--- src/hw/rtl/u16u8fnv_pkg.sv ---
package u16u8fnv_pkg;

  typedef logic [7:0] byte_t;

  // UTF-8 encoding of one code point: bytes[0] is sent first.
  typedef struct packed {
    byte_t [3:0] bytes;
    logic  [2:0] len;
  } utf8_enc_t;

  localparam logic [63:0] FnvBasis    = 64'hcbf29ce484222325;
  // The 64-bit prime is 2^40 + 0x1b3.
  localparam logic [8:0]  FnvPrimeLo  = 9'h1b3;
  localparam int unsigned FnvPrimeSh  = 40;
  localparam logic [20:0] CpReplace   = 21'h00fffd;
  localparam logic [20:0] CpSuppBase  = 21'h010000;
  localparam logic [5:0]  HighSurTag  = 6'b110110;
  localparam logic [5:0]  LowSurTag   = 6'b110111;

  function automatic utf8_enc_t utf8_encode(input logic [20:0] cp);
    utf8_enc_t enc;
    enc.bytes = '0;
    if (cp <= 21'h00007f) begin
      enc.len      = 3'd1;
      enc.bytes[0] = {1'b0, cp[6:0]};
    end else if (cp <= 21'h0007ff) begin
      enc.len      = 3'd2;
      enc.bytes[0] = {3'b110, cp[10:6]};
      enc.bytes[1] = {2'b10, cp[5:0]};
    end else if (cp <= 21'h00ffff) begin
      enc.len      = 3'd3;
      enc.bytes[0] = {4'b1110, cp[15:12]};
      enc.bytes[1] = {2'b10, cp[11:6]};
      enc.bytes[2] = {2'b10, cp[5:0]};
    end else begin
      enc.len      = 3'd4;
      enc.bytes[0] = {5'b11110, cp[20:18]};
      enc.bytes[1] = {2'b10, cp[17:12]};
      enc.bytes[2] = {2'b10, cp[11:6]};
      enc.bytes[3] = {2'b10, cp[5:0]};
    end
    return enc;
  endfunction

  // One FNV-1a round: xor the byte in, multiply by the prime modulo 2^64.
  function automatic logic [63:0] fnv_round(input logic [63:0] h, input byte_t b);
    logic [63:0] hx;
    logic [72:0] prod;
    hx   = h ^ {56'd0, b};
    prod = {9'd0, hx} * {64'd0, FnvPrimeLo};
    return (hx << FnvPrimeSh) + prod[63:0];
  endfunction

endpackage

--- src/hw/rtl/utf16_to_utf8_fnv1a64_hash.sv ---
// Channel  Direction  Handshake              Payload
// in       sink       in_valid_i/in_ready_o  code_unit_i, unit_present_i, is_last_i
// out      source     out_valid_o/out_ready_i digest_o
//
// An item is accepted and encoded while idle, then each UTF-8 byte it
// produces (zero to six) is folded in StFold, since the single FNV round unit folds
// one byte per cycle. A last item then passes through StEmit to load the digest.
// The input is ready only when the sequencer is idle. A digest waits in the
// output register; a later last item stalls until that register is free.
// Reset sets the hash to the offset basis and drops any held surrogate.
module utf16_to_utf8_fnv1a64_hash
  import u16u8fnv_pkg::*;
(
  input  logic        clk_i,
  input  logic        rst_ni,
  input  logic        in_valid_i,
  output logic        in_ready_o,
  input  logic [15:0] code_unit_i,
  input  logic        unit_present_i,
  input  logic        is_last_i,
  output logic        out_valid_o,
  input  logic        out_ready_i,
  output logic [63:0] digest_o
);

  localparam logic [1:0] StIdle = 2'd0;
  localparam logic [1:0] StFold = 2'd1;
  localparam logic [1:0] StEmit = 2'd2;

  logic [1:0]       state_q, state_d;
  logic [63:0]      hash_q, hash_d;
  logic [3:0]       cnt_q, cnt_d;
  logic             last_q, last_d;
  logic             pend_q, pend_d;
  logic [9:0]       ph_q, ph_d;
  logic             out_valid_q, out_valid_d;
  logic [63:0]      digest_q, digest_d;
  byte_t [7:0]      byte_q, byte_d;

  logic             in_acc;
  logic             is_high, is_low;
  logic             has_a, has_b;
  logic [20:0]      cp_a, cp_b, cp_unit;
  utf8_enc_t        enc_a, enc_b;
  logic [2:0]       len_a, len_b;
  logic [3:0]       len_sum;
  byte_t [7:0]      merged;

  assign in_ready_o  = (state_q == StIdle);
  assign in_acc      = in_valid_i && in_ready_o;
  assign out_valid_o = out_valid_q;
  assign digest_o    = digest_q;

  assign is_high = (code_unit_i[15:10] == HighSurTag);
  assign is_low  = (code_unit_i[15:10] == LowSurTag);
  assign cp_unit = is_low ? CpReplace : {5'd0, code_unit_i};

  // Up to two code points come out of one item; the surrogate state moves here.
  always_comb begin
    has_a = 1'b0;
    has_b = 1'b0;
    cp_a  = CpReplace;
    cp_b  = CpReplace;
    pend_d = pend_q;
    ph_d   = ph_q;
    if (unit_present_i) begin
      if (pend_q && is_low) begin
        has_a  = 1'b1;
        cp_a   = CpSuppBase + {1'b0, ph_q, code_unit_i[9:0]};
        pend_d = 1'b0;
      end else begin
        if (pend_q) begin
          has_a  = 1'b1;
          pend_d = 1'b0;
        end
        if (is_high) begin
          pend_d = 1'b1;
          ph_d   = code_unit_i[9:0];
        end else if (pend_q) begin
          has_b = 1'b1;
          cp_b  = cp_unit;
        end else begin
          has_a = 1'b1;
          cp_a  = cp_unit;
        end
      end
    end
    if (is_last_i) begin
      if (pend_d) begin
        if (has_a) begin
          has_b = 1'b1;
        end else begin
          has_a = 1'b1;
        end
      end
      pend_d = 1'b0;
      ph_d   = '0;
    end
    if (!in_acc) begin
      pend_d = pend_q;
      ph_d   = ph_q;
    end
  end

  assign enc_a   = utf8_encode(cp_a);
  assign enc_b   = utf8_encode(cp_b);
  assign len_a   = has_a ? enc_a.len : 3'd0;
  assign len_b   = has_b ? enc_b.len : 3'd0;
  assign len_sum = {1'b0, len_a} + {1'b0, len_b};

  always_comb begin
    logic [3:0] pos;
    logic [3:0] rel;
    for (int i = 0; i < 8; i++) begin
      pos = 4'(i);
      rel = pos - {1'b0, len_a};
      if (pos < {1'b0, len_a}) begin
        merged[i] = enc_a.bytes[pos[1:0]];
      end else if (rel < {1'b0, len_b}) begin
        merged[i] = enc_b.bytes[rel[1:0]];
      end else begin
        merged[i] = '0;
      end
    end
  end

  always_comb begin
    state_d     = state_q;
    hash_d      = hash_q;
    cnt_d       = cnt_q;
    last_d      = last_q;
    byte_d      = byte_q;
    digest_d    = digest_q;
    out_valid_d = out_valid_q;
    if (out_valid_q && out_ready_i) begin
      out_valid_d = 1'b0;
    end
    unique case (state_q)
      StIdle: begin
        if (in_acc) begin
          byte_d = merged;
          cnt_d  = len_sum;
          last_d = is_last_i;
          if (len_sum != 4'd0) begin
            state_d = StFold;
          end else if (is_last_i) begin
            state_d = StEmit;
          end
        end
      end
      StFold: begin
        hash_d = fnv_round(hash_q, byte_q[0]);
        byte_d = byte_q >> 8;
        cnt_d  = cnt_q - 4'd1;
        if (cnt_q == 4'd1) begin
          state_d = last_q ? StEmit : StIdle;
        end
      end
      StEmit: begin
        if (!out_valid_q || out_ready_i) begin
          digest_d    = hash_q;
          out_valid_d = 1'b1;
          hash_d      = FnvBasis;
          state_d     = StIdle;
        end
      end
      default: begin
        state_d = StIdle;
      end
    endcase
  end

  always_ff @(posedge clk_i or negedge rst_ni) begin
    if (!rst_ni) begin
      state_q     <= StIdle;
      hash_q      <= FnvBasis;
      cnt_q       <= '0;
      last_q      <= 1'b0;
      pend_q      <= 1'b0;
      ph_q        <= '0;
      out_valid_q <= 1'b0;
    end else begin
      state_q     <= state_d;
      hash_q      <= hash_d;
      cnt_q       <= cnt_d;
      last_q      <= last_d;
      pend_q      <= pend_d;
      ph_q        <= ph_d;
      out_valid_q <= out_valid_d;
    end
  end

  always_ff @(posedge clk_i) begin
    byte_q   <= byte_d;
    digest_q <= digest_d;
  end

endmodule

--- config.mk ---
export PLATFORM = sky130hd
export DESIGN_NAME = utf16_to_utf8_fnv1a64_hash
export DESIGN_NICKNAME = d
export VERILOG_FILES = /design/src/hw/rtl/u16u8fnv_pkg.sv /design/src/hw/rtl/utf16_to_utf8_fnv1a64_hash.sv
export SDC_FILE = /design/constraint.sdc
export NUM_CORES = 1
export LEC_CHECK = 0
export BUFFER_PORTS_ARGS = -buffer_cell sky130_fd_sc_hd__buf_2
export CAP_MARGIN = 15
export CELL_PAD_IN_SITES_DETAIL_PLACEMENT = 1
export CELL_PAD_IN_SITES_GLOBAL_PLACEMENT = 2
export CORE_ASPECT_RATIO = 0.8
export CORE_UTILIZATION = 30
export CTS_BUF_LIST = sky130_fd_sc_hd__clkbuf_8
export DETAILED_ROUTE_END_ITERATION = 8
export HOLD_SLACK_MARGIN = 0.05
export MAX_ROUTING_LAYER = met4
export PLACE_DENSITY_LB_ADDON = 0.2
export SETUP_SLACK_MARGIN = 0.5
export SLEW_MARGIN = 0
export SYNTH_ARGS = -nofsm -noshare
export SYNTH_HDL_FRONTEND = slang
export SYNTH_SLANG_ARGS = --single-unit
--- constraint.sdc ---
create_clock -name clk_i -period 6.2 [get_ports clk_i]
set_input_delay 0.31 -clock clk_i [delete_from_list [all_inputs] [get_ports clk_i]]
set_output_delay 0.31 -clock clk_i [all_outputs]
set_load 0.02 [all_outputs]
# Word-level counts from Yosys, hierarchy flattened
# Cells that the tools add are included.
dict set report totals {
  word_cells 177
  register_bits 211
  output_inout_bits 66
}
dict set report classes {
  eq_ne 10
  n_lt_le_gt_ge 29
  multipliers 1
  n_bitwise 1
  mux 91
  n_reduce_logical 17
  addsub 12
}
# cell n
set op_table {}
lappend op_table {{$pmux W64 S2} 2}
lappend op_table {{$mux W8} 25}
lappend op_table {{$mux W16} 9}
lappend op_table {{$bmux W8 S2} 8}
lappend op_table {{$mux W64} 2}
lappend op_table {{$add A64 B64 Y64} 1}
lappend op_table {{$mul A64 B9 Y64 const B} 1}
lappend op_table {{$xor A64 B8 Y64} 1}
lappend op_table {{$mux W25} 2}
lappend op_table {{$mux W24} 2}
lappend op_table {{$le A21 B11 Y1 const B} 2}
lappend op_table {{$le A21 B16 Y1 const B} 2}
lappend op_table {{$le A21 B7 Y1 const B} 2}
lappend op_table {{$mux W21} 2}
lappend op_table {{$mux W10} 4}
lappend op_table {{$mux W19} 2}
lappend op_table {{$lt A4 B3 Y1} 8}
lappend op_table {{$lt A2 B3 Y1 const B} 8}
lappend op_table {{$mux W11} 2}
lappend op_table {{$add A17 B20 Y21 const A} 1}
lappend op_table {{$mux W1} 20}
lappend op_table {{$sub A3 B3 Y4 const A} 4}
lappend op_table {{$eq A6 B6 Y1 const B} 2}
lappend op_table {{$mux W2} 6}
lappend op_table {{25 further kinds} 43}

# Logic depth before layout (Yosys ltp)
# Gate-level depths: netlist of run 1.
dict set report logic_depth {
  depth_word 18
  mapped_depth 21
}

# Worst setup path after synthesis of run 1
# OpenSTA, ideal clock, no wires.
dict set report synth_path {
  path_kind {flip-flop to flip-flop}
  from {reg hash_q[5]}
  to {reg hash_q[63]}
  path_buffers 0
  path_stages_with_launch 19
  arrival_ns 5.346
  setup_ns 0.090
  slack_ns 0.764
  cell_sequence {dfstp_2 > xor2_1 > ha_1 > inv_1 > fa_1 > fa_1 > fa_1 > inv_1 > ha_1 > ha_1 > a211oi_1 > nor2_1 > o41ai_1 > a32oi_1 > a41o_1 > a2111oi_0 > nor2_1 > nor4b_1 > a211oi_1}
}
dict set report synth_via {
  elab_chain_len 4
}
# item line_no
set synth_rtl {}
lappend synth_rtl {{start: declaration} utf16_to_utf8_fnv1a64_hash.sv:31} ;# logic [63:0] hash_q, hash_d;
lappend synth_rtl {{start signal: assignment} utf16_to_utf8_fnv1a64_hash.sv:176} ;# hash_q <= FnvBasis;
lappend synth_rtl {{start signal: assignment} utf16_to_utf8_fnv1a64_hash.sv:184} ;# hash_q <= hash_d;
lappend synth_rtl {{$xor A64 B8 Y64 (*)} u16u8fnv_pkg.sv:49} ;# hx = h ^ {56'd0, b};
lappend synth_rtl {{$mul A64 B9 Y64} u16u8fnv_pkg.sv:50} ;# prod = {9'd0, hx} * {64'd0, FnvPrimeLo};
lappend synth_rtl {{$add A64 B64 Y64 (*)} u16u8fnv_pkg.sv:51} ;# return (hx << FnvPrimeSh) + prod[63:0];
lappend synth_rtl {{$pmux W64 S2 (*)} utf16_to_utf8_fnv1a64_hash.sv:138} ;# unique case (state_q)
# Every way passes the cells marked *; elsewhere a longest branch is shown, timed or not.
# A chain may end at the register's enable or synchronous reset.

# Worst setup path after layout of run 1
dict set report layout_path {
  from {reg byte_q[7] in the netlist's numbering}
  to {reg hash_q[63]}
}
dict set report layout_via {
  elab_chain_len 4
}
# item line_no
set layout_rtl {}
lappend layout_rtl {{start: declaration} utf16_to_utf8_fnv1a64_hash.sv:38} ;# byte_t [7:0] byte_q, byte_d;
lappend layout_rtl {{start signal: assignment} utf16_to_utf8_fnv1a64_hash.sv:194} ;# byte_q <= byte_d;
lappend layout_rtl {{$xor A64 B8 Y64 (*)} u16u8fnv_pkg.sv:49}
lappend layout_rtl {{$mul A64 B9 Y64} u16u8fnv_pkg.sv:50}
lappend layout_rtl {{$add A64 B64 Y64 (*)} u16u8fnv_pkg.sv:51}
lappend layout_rtl {{$pmux W64 S2 (*)} utf16_to_utf8_fnv1a64_hash.sv:138}
# Marked as above.

==> reports/qor.tcl, run 1 <==
set qor(detailedRoute.firstPassIterationCount) 5
set qor(dp_hpwl_um) 58870
set qor(run_status) {finished clean}
set qor(worstPathCellList) {xor2_2 -> buf_4 -> ha_4 -> inv_4 -> fa_1 -> fa_1 -> fa_1 -> inv_1 -> ha_1 -> ha_4 -> a211oi_2 -> nor2_1 -> o41ai_2 -> buf_4 -> a32oi_2 -> buf_4 -> a41o_4 -> a2111oi_4 -> nor2_2 -> nor4b_2 -> a211oi_1}
set qor(layout_common_cells) {inv_1 (395), fa_1 (247), ha_1 (169)}
set qor(initial_cell_density_of_the_core_pct) 30.39
set qor(ffs_w_async_s_r_synth_pct) 39.34
set qor(post_synth_inst_count) 2107
set qor(syn_avg_cell_area_um2) 9.948
set qor(synth.yosys.warnings) 0
set qor(multi_input_gate_area_in_the_final_layout_mm2) 0.01391
set qor(cp.required_ps) 6770
set qor(dieHeight_um) 238.4
set qor(timing.critical_path.slowest_stage_cell) {fa_1}
set qor(detail_route.drc_violations) 0
set qor(synthesis_to_layout_area_growth_pct) 16.77
set qor(class_of_the_most_critical_setup_path) {reg2reg}
set qor(die_width_um) 297.5
set qor(timing.max_cap.violations) 0
set qor(cpPeakStageDelay_ps) 540
set qor(post-route-util_pct) 35.49
set qor(route.detailed.wl_per_inst_um) 22.87
set qor(period_needed_ps) 5546
set qor(vias_per_cell) 5.053
set qor(antenna_violating_nets_post_route) 0
set qor(grt_first_pass_wirelength_um) 111800
set qor(fmax_mhz) 180.3
set qor(globalRouteOverflowTotal) 0
set qor(rows) 86
set qor(design.die.area_mm2) 0.07094
set qor(count_of_flip_flops_with_a_built_in_enable_after_synthesis) 128
set qor(syn_area_mm2) 0.02096
set qor(grt_max_degree) 68
set qor(min_path_type) {in2async}
set qor(clockBufferDepth) 3
set qor(start_kind) {flop}
set qor(numClockSinks) 211
set qor(rr_startpoint) {byte_q[7]}
set qor(finalHoldViolations) 0
set qor(antenna_found_initial) 5
set qor(grt_pass1_vias) 17110
set qor(max-slew-margin-rel_pct) 28.03
set qor(worst_slew_pin_slew_ps) 1077
set qor(fin_nets) 2728
set qor(skew_ps) 48.30
set qor(tritoncts) {built}
set qor(wp_data_arrival_ps) 6120
set qor(final.setup.tns_ps) 0
set qor(wl_um) 73700
set qor(dr_total_vias) 16290
set qor(cts_root_buffer) {clkbuf_8}
set qor(rsz0062_at_grt) {yes}
set qor(yosysUniqueCellTypes) 79
set qor(ios) 88
set qor(grt_usage_pct) 21.67
set qor(yosysSeqAreaShare_pct) 28.41
set qor(layout.cells.most_common) {inv_1}
set qor(timing.reg2reg.worst_path_depth) 21
set qor(drive_gt1_share_pct) 15.24
set qor(fillCellCount) 7752
set qor(reg2reg_end) {hash_q[63]}
set qor(synth-main-ff-cell) {edfxtp_1}
set qor(clk_pin_slew_ps) 60
set qor(dr.first_iter.drc_count) 989
set qor(synth.ff_latch_count) 211
set qor(gp_congestion) 0.8732
set qor(end_kind) {flop}
set qor(final.period_utilization_pct) 89.45
set qor(setup_violations) 0
set qor(floorplan_core_area_mm2) 0.06897
set qor(critical_path.max_fanout) 3
set qor(cts-buffers-inserted) 44
set qor(worstSkewPairLatency_ps) 660
set qor(ctsHtreeMaxLevel) 2
set qor(ff_latch_area_mm2) 0.005958
set qor(reg2reg_setup_slack_ps) 650
set qor(placement.io_buffers) 87
set qor(slew_violations) 0
==> worst max path at each step <==
stage / startpoint / end / slack, ps / depth (start not counted)
2_1_floorplan: hash_q[5] / hash_q[63] / 760 / 18
3_3_place_gp: hash_q[0] / hash_q[32] / 290 / 20
3_5_place_dp: hash_q[6] / hash_q[63] / 190 / 19
4_1_cts: hash_q[5] / hash_q[45] / 500 / 21
5_1_grt: hash_q[39] / hash_q[60] / 420 / 18
6_report: byte_q[7] / hash_q[63] / 650 / 21
==> per-stage QoR <==
stage | instance area (um2) | setup slack [ps] | hold slack, ps | std cells
6_report | 24480 | 654.4 | 168.5 | 3223
5_1_grt | 24480 | 417.2 | 168.0 | 3223
4_1_cts | 23890 | 499.5 | 134.6 | 3206
3_5_place_dp | 22720 | 187.2 | 280.5 | 3109
3_3_place_gp | 22720 | 286.8 | 282.5 | 3109
2_1_floorplan | 21000 | 763.7 | 14.41 | 2118
==> cell type report <==
cell class              count  area share, %
flip-flops and latches    211          24.34
inverters                 394          6.073
diodes                      2        0.02045
repair buffers            167          4.412
well taps                 924          4.723
multi-input cells        1444          56.85
clock inverters            35         0.9917
clock buffers              46          2.587
==> cell usage after synthesis (15+ instances only) <==
cell type | n | area [um2]
nand2_1 | 121 | 454.2
a21oi_1 | 120 | 600.6
nand2b_1 | 19 | 118.9
xnor2_1 | 33 | 289.0
nand3_1 | 40 | 200.2
xor2_1 | 36 | 315.3
a211oi_1 | 18 | 135.1
a31oi_1 | 20 | 125.1
ha_1 | 195 | 2440
dfrtp_1 | 55 | 1376
inv_1 | 393 | 1475
a21o_1 | 33 | 247.7
fa_1 | 249 | 4985
o21ai_0 | 125 | 625.6
edfxtp_1 | 128 | 3844
nor2_1 | 133 | 499.2
o21a_1 | 23 | 172.7
nor3_1 | 28 | 140.1
nand4_1 | 17 | 106.4
clkbuf_1 | 58 | 217.7
nor2b_1 | 15 | 93.84
dfstp_2 | 28 | 735.7
==> kinds of logic (layout without fill, tap and decap cells) <==
kind of cell / count (synthesis) / after routing / synth area share (%)
AOI/OAI and AO/OA: 479 / 479 / 14.82
buffers and inverters: 463 / 642 / 8.357
adders and majority gates: 444 / 444 / 35.42
and+or+nand+nor: 435 / 435 / 9.867
DFF: 211 / 211 / 28.41
xor gates and xnor gates: 69 / 69 / 2.883
muxes: 4 / 4 / 0.2029
other: 2 / 15 / 0.03583
==> critical path: cells and delay by family, from the launching register on <==
| kind | cells | cell delay (ps) |
|---|---|---|
| compound gates | 6 | 1420 |
| xor+xnor | 1 | 190 |
| fa+ha+maj | 6 | 2380 |
| buf+inv | 5 | 600 |
| flops | 1 | 420 |
| simple gates | 3 | 480 |
==> flip-flops by register name, indices dropped and copies added, names as in the netlist, 2 cells and up <==
register	count
hash_q	64
state_q	2
byte_q	64
digest_o	64
ph_q	10
cnt_q	4
==> layer usage <==
layer / wire length, um / vias to the layer above / global-route usage [%]
met2: 29740 / 363 / 29.31
li1: - / 7437 / -
met3: 3707 / 72 / 3.332
met1: 39080 / 8413 / 33.51
met4: 1174 / 0 / 4.280
met5: 0 / - / -
==> timing repair <==
action                     in CTS  in global routing
setup endpoints to repair      23                 26
hold buffers                   15                  0
pin swaps                       3                 25
cloned                          0                  0
setup buffers                   1                 15
gates resized for setup        29                 91
hold endpoints to repair       43                  0
Power of run 1 is not shown: default switching activity piles up to over one toggle a cycle in this logic, so the estimate is an artifact.
==> inputs of run 2 (changes only) <==
--- a/config.mk
+++ b/config.mk
@@ -5,18 +5,18 @@
 export SDC_FILE = /design/constraint.sdc
 export NUM_CORES = 1
 export LEC_CHECK = 0
-export BUFFER_PORTS_ARGS = -buffer_cell sky130_fd_sc_hd__buf_2
 export CAP_MARGIN = 15
 export CELL_PAD_IN_SITES_DETAIL_PLACEMENT = 1
 export CELL_PAD_IN_SITES_GLOBAL_PLACEMENT = 2
 export CORE_ASPECT_RATIO = 0.8
-export CORE_UTILIZATION = 30
+export CORE_UTILIZATION = 44
 export CTS_BUF_LIST = sky130_fd_sc_hd__clkbuf_8
 export DETAILED_ROUTE_END_ITERATION = 8
+export DONT_BUFFER_PORTS = 1
 export HOLD_SLACK_MARGIN = 0.05
 export MAX_ROUTING_LAYER = met4
 export PLACE_DENSITY_LB_ADDON = 0.2
-export SETUP_SLACK_MARGIN = 0.5
+export SETUP_SLACK_MARGIN = 0.15
 export SLEW_MARGIN = 0
 export SYNTH_ARGS = -nofsm -noshare
 export SYNTH_HDL_FRONTEND = slang
==> run 2 against run 1 <==
Compared with the run above:
- die area is 32% lower
- clock-buffer cell count is 3 lower
- register-to-register slack worse by 300 ps
- non-clock buffer count is 110 lower
- worst hold slack worse by 110 ps
- first-iteration DRC count is 21% higher
- global-route usage is 9.1 points higher
- clock skew is 17 ps lower
- highest routed layer unchanged
==> reports/qor.tcl, run 2 (synthesized netlist as in run 1, its figures left out) <==
set qor(wl_um) 70080 ;# was 73,700 um
set qor(end_kind) {flop} ;# unchanged
set qor(dp_slack_ps) -3.141 ;# was 187.2 ps
set qor(final.period_utilization_pct) 94.30 ;# was 89.45%
set qor(start_kind) {flop} ;# unchanged
set qor(worstPathCellList) {xor2_2 -> ha_2 -> inv_1 -> fa_1 -> inv_1 -> fa_1 -> inv_1 -> fa_1 -> inv_1 -> ha_1 -> ha_1 -> a21oi_1 -> o211ai_1 -> and4b_1 -> or2_2 -> a31oi_2 -> o41ai_2 -> a311oi_1 -> xor2_1 -> o21ai_0} ;# was xor2_2 -> buf_4 -> ha_4 -> inv_4 -> fa_1 -> fa_1 -> fa_1 -> inv_1 -> ha_1 -> ha_4 -> a211oi_2 -> nor2_1 -> o41ai_2 -> buf_4 -> a32oi_2 -> buf_4 -> a41o_4 -> a2111oi_4 -> nor2_2 -> nor4b_2 -> a211oi_1
set qor(cpPeakStageDelay_ps) 570 ;# was 540 ps
set qor(worst_slew_pin_slew_ps) 1138 ;# was 1077 ps
set qor(finalHoldViolations) 0 ;# unchanged
set qor(finish.cell_count_without_fillers) 2801 ;# was 3,223
set qor(setup_violations) 0 ;# unchanged
set qor(skew_ps) 31.37 ;# was 48.30 ps
set qor(layout_common_cells) {inv_1 (402), fa_1 (249), ha_1 (194)} ;# was inv_1 (395), fa_1 (247), ha_1 (169)
set qor(class_of_the_most_critical_setup_path) {reg2reg} ;# unchanged
set qor(numClockSinks) 211 ;# unchanged
set qor(gp_congestion) 0.9015 ;# was 0.8732
set qor(cp.required_ps) 6650 ;# was 6770 ps
set qor(slew_violations) 0 ;# unchanged
set qor(drive_gt1_share_pct) 7.385 ;# was 15.24%
set qor(worst_path_most_repeated_cell) {inv_1}
set qor(ios) 88 ;# unchanged
set qor(grt_first_pass_wirelength_um) 107100 ;# was 111,800 um
set qor(run_status) {finished clean} ;# unchanged
set qor(setup_ws_ps) 353.1 ;# was 654.4 ps
set qor(max-slew-margin-rel_pct) 24.14 ;# was 28.03%
set qor(design.die.area_mm2) 0.04852 ;# was 0.07094 mm2
set qor(critical_path.max_fanout) 6 ;# was 3
set qor(period_needed_ps) 5847 ;# was 5546 ps
set qor(post_cts_buffers) 0 ;# was 1
set qor(initial_cell_density_of_the_core_pct) 44.60 ;# was 30.39%
set qor(clk_pin_slew_ps) 60 ;# about the same
set qor(vias_per_cell) 5.736 ;# was 5.053
set qor(hold_path_startpoint) {unit_present_i}
set qor(rows) 71 ;# was 86
set qor(dr.first_iter.drc_count) 1193 ;# was 989
set qor(tritoncts) {built} ;# unchanged
set qor(dieHeight_um) 197.2 ;# was 238.4 um
set qor(clockBufferDepth) 3 ;# unchanged
set qor(placed_cell_count) 2706 ;# was 3,109
set qor(dr_total_vias) 16070 ;# was 16,290
set qor(fin_nets) 2614 ;# was 2,728
set qor(dp_hpwl_um) 55520 ;# was 58,870 um
set qor(layout.cells.most_common) {inv_1} ;# unchanged
set qor(placement.io_buffers) 0 ;# was 87
set qor(route.detailed.wl_per_inst_um) 25.02 ;# was 22.87 um
set qor(grt_pass1_vias) 17240 ;# was 17,110
set qor(globalRouteOverflowTotal) 0 ;# unchanged
set qor(cts-buffers-inserted) 40 ;# was 44
set qor(min_path_type) {in2reg} ;# was in2async
set qor(detailedRoute.firstPassIterationCount) 8 ;# was 5
set qor(timing.max_cap.violations) 0 ;# unchanged
set qor(floorplan_core_area_mm2) 0.04699 ;# was 0.06897 mm2
set qor(fmax_mhz) 171.0 ;# was 180.3 MHz
set qor(detail_route.drc_violations) 0 ;# unchanged
set qor(wp_data_arrival_ps) 6290 ;# was 6120 ps
set qor(grt_usage_pct) 30.75 ;# was 21.67%
set qor(antenna_violating_nets_post_route) 0 ;# unchanged
set qor(worstSkewPairLatency_ps) 630 ;# was 660 ps
set qor(cts_root_buffer) {clkbuf_8} ;# unchanged
set qor(rsz0062_at_grt) {no} ;# was yes
set qor(setup.worst_path.start) {hash_q[2]} ;# was byte_q[7]
set qor(fillCellCount) 5246 ;# was 7,752
set qor(ctsHtreeMaxLevel) 2 ;# unchanged
set qor(timing.critical_path.slowest_stage_cell) {dfstp_2} ;# was fa_1
set qor(synthesis_to_layout_area_growth_pct) 9.497 ;# was 16.77%
set qor(rr_startpoint) {hash_q[2]} ;# was byte_q[7]
set qor(antenna_found_initial) 1 ;# was 5
set qor(grt_max_degree) 88 ;# was 68
set qor(die_width_um) 246.0 ;# was 297.5 um
==> run 2: cell count changes in the layout (fill, tap and decap cells not counted), sizes merged <==
cell | previous run | this run
clkinv | 16 | 15
clkbuf | 46 | 44
bufinv | 3 | 2
dlygate4sd3 | 15 | 18
clkinvlp | 1 | 0
diode | 2 | 1
inv | 409 | 408
buf | 152 | 38
==> run 2: per-layer routing <==
layer  part of all wire (%)  global-route usage (%)  vias to the layer above
li1                       -                       -                     7220
met1                     48                   44.85                     8260
met2                     41                   42.26                      488
met3                    7.7                   7.309                       99
met4                    2.4                   8.374                        0
met5                      0                       -                        -
==> run 2: cell type report <==
class | count | area, um2 | share of cell area (%)
antenna | 1 | 2.502 | 0.01090
clock buffer | 43 | 591.8 | 2.579
clock inverter | 31 | 195.2 | 0.8504
inverter | 394 | 1484 | 6.465
multi-input combinational | 1444 | 13450 | 58.62
sequential | 211 | 5956 | 25.95
tap | 620 | 775.7 | 3.380
timing repair buffer | 57 | 493.0 | 2.148
==> run 2: path summary, 6_finish.rpt <==
check,end,slack [ps],cells after the start
setup reg to reg,hash_q[32],350,20
min in group asynchronous,hash_q[58],320,2
setup / recovery,hash_q[32],350,20
hold reg to reg,last_q,500,2
hold / removal,ph_q[7],60,3
max in group asynchronous,hash_q[13],5430,2
==> run 2: critical path: cells and delay by family (launching register included) <==
kind                       cells  cell delay (ps)
buffers and inverters          4              240
AOI/OAI and AO/OA              6             1280
xor gates and xnor gates       2              460
and+or+nand+nor                2              590
adders and majority gates      6             2550
DFF                            1              570
==> run 2: repair_timing <==
action / CTS / global route
resized for setup: 5 / 19
pin swaps: 0 / 1
hold buffers: 18 / 1
hold endpoints to repair: 103 / 3
endpoints found under the setup margin: 10 / 16
==> run 2: per-stage QoR <==
step	hold WS (ps)	util [%]	setup TNS [ps]	cell area, um2
after floorplan	14.41	-	0	21000
after global placement	19.47	46.41	0	21810
after detailed placement	17.40	46.41	-3.141	21810
after CTS	51.14	48.57	0	22830
after global routing	82.23	48.84	0	22950
final	58.07	48.84	0	22950
Power of run 2 is left out for the same reason.
==> inputs of run 3 (changes only) <==
--- a/config.mk
+++ b/config.mk
@@ -9,10 +9,11 @@
 export CELL_PAD_IN_SITES_DETAIL_PLACEMENT = 1
 export CELL_PAD_IN_SITES_GLOBAL_PLACEMENT = 2
 export CORE_ASPECT_RATIO = 0.8
-export CORE_UTILIZATION = 44
+export CORE_UTILIZATION = 25
 export CTS_BUF_LIST = sky130_fd_sc_hd__clkbuf_8
 export DETAILED_ROUTE_END_ITERATION = 8
 export DONT_BUFFER_PORTS = 1
+export GPL_ROUTABILITY_DRIVEN = 0
 export HOLD_SLACK_MARGIN = 0.05
 export MAX_ROUTING_LAYER = met4
 export PLACE_DENSITY_LB_ADDON = 0.2
==> run 3 against run 2 <==
Compared with the run above:
- via count decreased by 1.1%
- critical path type unchanged
- register-to-register slack improved by 60 ps
- die area grew 75%
- flip-flop and latch count stayed put
- cell count increased by 18%
- routed wire length is 9.9% higher
==> reports/qor.tcl, run 3 (synthesized netlist as in run 1, its figures left out) <==
set qor(run_status) {finished clean} ;# unchanged
set qor(critical_path.max_fanout) 7 ;# was 6
set qor(post_cts_buffers) 0 ;# unchanged
set qor(detailedRoute.firstPassIterationCount) 5 ;# was 8
set qor(final.period_utilization_pct) 93.26 ;# was 94.30%
set qor(die_width_um) 325.7 ;# was 246.0 um
set qor(grt_first_pass_wirelength_um) 116300 ;# was 107,100 um
set qor(grt_max_degree) 84 ;# was 88
set qor(hold_path_startpoint) {code_unit_i[14]} ;# was unit_present_i
set qor(fillCellCount) 9399 ;# was 5,246
set qor(wp_data_arrival_ps) 6360 ;# was 6290 ps
set qor(clockBufferDepth) 3 ;# unchanged
set qor(ctsHtreeMaxLevel) 2 ;# unchanged
set qor(fin_nets) 2633 ;# was 2,614
set qor(detail_route.drc_violations) 0 ;# unchanged
set qor(class_of_the_most_critical_setup_path) {reg2reg} ;# unchanged
set qor(antenna_violating_nets_post_route) 0 ;# unchanged
set qor(grt_pass1_vias) 17240 ;# about the same
set qor(rows) 94 ;# was 71
set qor(period_needed_ps) 5782 ;# was 5847 ps
set qor(floorplan_core_area_mm2) 0.08256 ;# was 0.04699 mm2
set qor(rr_startpoint) {byte_q[7]} ;# was hash_q[2]
set qor(antenna_found_initial) 7 ;# was 1
set qor(start_kind) {flop} ;# unchanged
set qor(synthesis_to_layout_area_growth_pct) 14.20 ;# was 9.497%
set qor(cp.required_ps) 6780 ;# was 6650 ps
set qor(skew_ps) 34.48 ;# was 31.37 ps
set qor(vias_per_cell) 4.807 ;# was 5.736
set qor(timing.max_cap.violations) 0 ;# unchanged
set qor(route.detailed.wl_per_inst_um) 23.30 ;# was 25.02 um
set qor(end_kind) {flop} ;# unchanged
set qor(placement.io_buffers) 0 ;# unchanged
set qor(worstSkewPairLatency_ps) 670 ;# was 630 ps
set qor(cts-buffers-inserted) 45 ;# was 40
set qor(clk_pin_slew_ps) 70 ;# was 60 ps
set qor(globalRouteOverflowTotal) 0 ;# unchanged
set qor(min_path_type) {in2reg} ;# unchanged
set qor(drive_gt1_share_pct) 8.678 ;# was 7.385%
set qor(numClockSinks) 211 ;# unchanged
set qor(finalHoldWorstSlack_ps) 118.8 ;# was 58.07 ps
set qor(tritoncts) {built} ;# unchanged
set qor(dr_total_vias) 15890 ;# was 16,070
set qor(multi_input_gate_area_in_the_final_layout_mm2) 0.01346 ;# was 0.01345 mm2
set qor(initial_cell_density_of_the_core_pct) 25.39 ;# was 44.60%
set qor(fmax_mhz) 172.9 ;# was 171.0 MHz
set qor(ios) 88 ;# unchanged
set qor(dp_hpwl_um) 60720 ;# was 55,520 um
set qor(layout_common_cells) {inv_1 (395), fa_1 (249), ha_1 (193)} ;# was inv_1 (402), fa_1 (249), ha_1 (194)
set qor(dr.first_iter.drc_count) 915 ;# was 1,193
set qor(slew_violations) 0 ;# unchanged
set qor(rsz0062_at_grt) {no} ;# unchanged
set qor(ff_latch_area_mm2) 0.005958 ;# was 0.005956 mm2
set qor(wl_um) 77040 ;# was 70,080 um
set qor(layout.cells.most_common) {inv_1} ;# unchanged
set qor(setup_violations) 0 ;# unchanged
set qor(setup.worst_path.start) {byte_q[7]} ;# was hash_q[2]
set qor(finalHoldViolations) 0 ;# unchanged
set qor(max-slew-margin-rel_pct) 29.20 ;# was 24.14%
set qor(grt_usage_pct) 19.02 ;# was 30.75%
set qor(final.setup.tns_ps) 0 ;# unchanged
set qor(dieHeight_um) 261.0 ;# was 197.2 um
set qor(design.die.area_mm2) 0.08501 ;# was 0.04852 mm2
set qor(worst_slew_pin_slew_ps) 1054 ;# was 1138 ps
set qor(cts_root_buffer) {clkbuf_8} ;# unchanged
-- run 3: cell types whose count changed in the layout (fill, tap and decap cells not counted), sizes merged, moves of 2 or more --
cell / before / now
inv: 408 / 400
clkinv: 15 / 17
clkinvlp: 0 / 3
bufinv: 2 / 10
buf: 38 / 52
-- run 3: repair_timing --
| action | in CTS | in global routing |
|---|---|---|
| endpoints found under the hold margin | 103 | 0 |
| pin swaps | 0 | 1 |
| gates resized for setup | 1 | 27 |
| setup endpoints to repair | 6 | 18 |
| hold buffers | 20 | 0 |
-- run 3: final timing paths --
kind	end	slack, ps	cells past startpoint
min reg2reg	last_q	510	2
max in group asynchronous	hash_q[20]	5440	2
max reg2reg	hash_q[63]	420	19
min	byte_q[26]	120	4
max	hash_q[63]	420	19
min in group asynchronous	ph_q[6]	310	2
-- run 3: worst max-delay path, cell delays in order, from the launching register on --
cell       delay, ps
edfxtp_1         410
xor2_2           220
ha_1             310
inv_1            180
fa_1             480
fa_1             520
fa_1             540
inv_1             40
ha_1             300
ha_1             390
a211oi_1         270
nor2_1           100
o41ai_2          300
buf_4            180
a32oi_2          140
a41o_1           360
a2111oi_1        400
nor2_1           200
nor4b_2          270
a211oi_1          80
-- run 3: cell type report --
| type | count | area share (%) |
|---|---|---|
| clock inverter | 36 | 1.798 |
| inverter | 394 | 6.199 |
| tap | 1104 | 5.770 |
| multi-input combinational | 1444 | 56.24 |
| timing repair buffer | 71 | 2.509 |
| clock buffer | 45 | 2.587 |
| antenna | 1 | 0.01045 |
| sequential | 211 | 24.89 |
-- run 3: routing by layer --
layer | global-route usage [%] | wire length, um | vias up
li1 | - | - | 7267
met3 | 3.962 | 4265 | 71
met4 | 3.652 | 1136 | 0
met2 | 25.50 | 30480 | 355
met1 | 28.88 | 41160 | 8198
met5 | - | 0 | -
-- run 3: metrics by stage --
step                      setup slack [ps]  cells  util [%]  instance area (um2)
after CTS                            152.0   3305     28.82                23790
after global placement               250.1   3203     27.26                22510
final                                417.9   3306     28.99                23940
after floorplan                      763.7   2118         -                21000
after global routing                 151.6   3306     28.99                23940
after detailed placement             119.2   3204     27.27                22520
Power of run 3 is left out for the same reason.
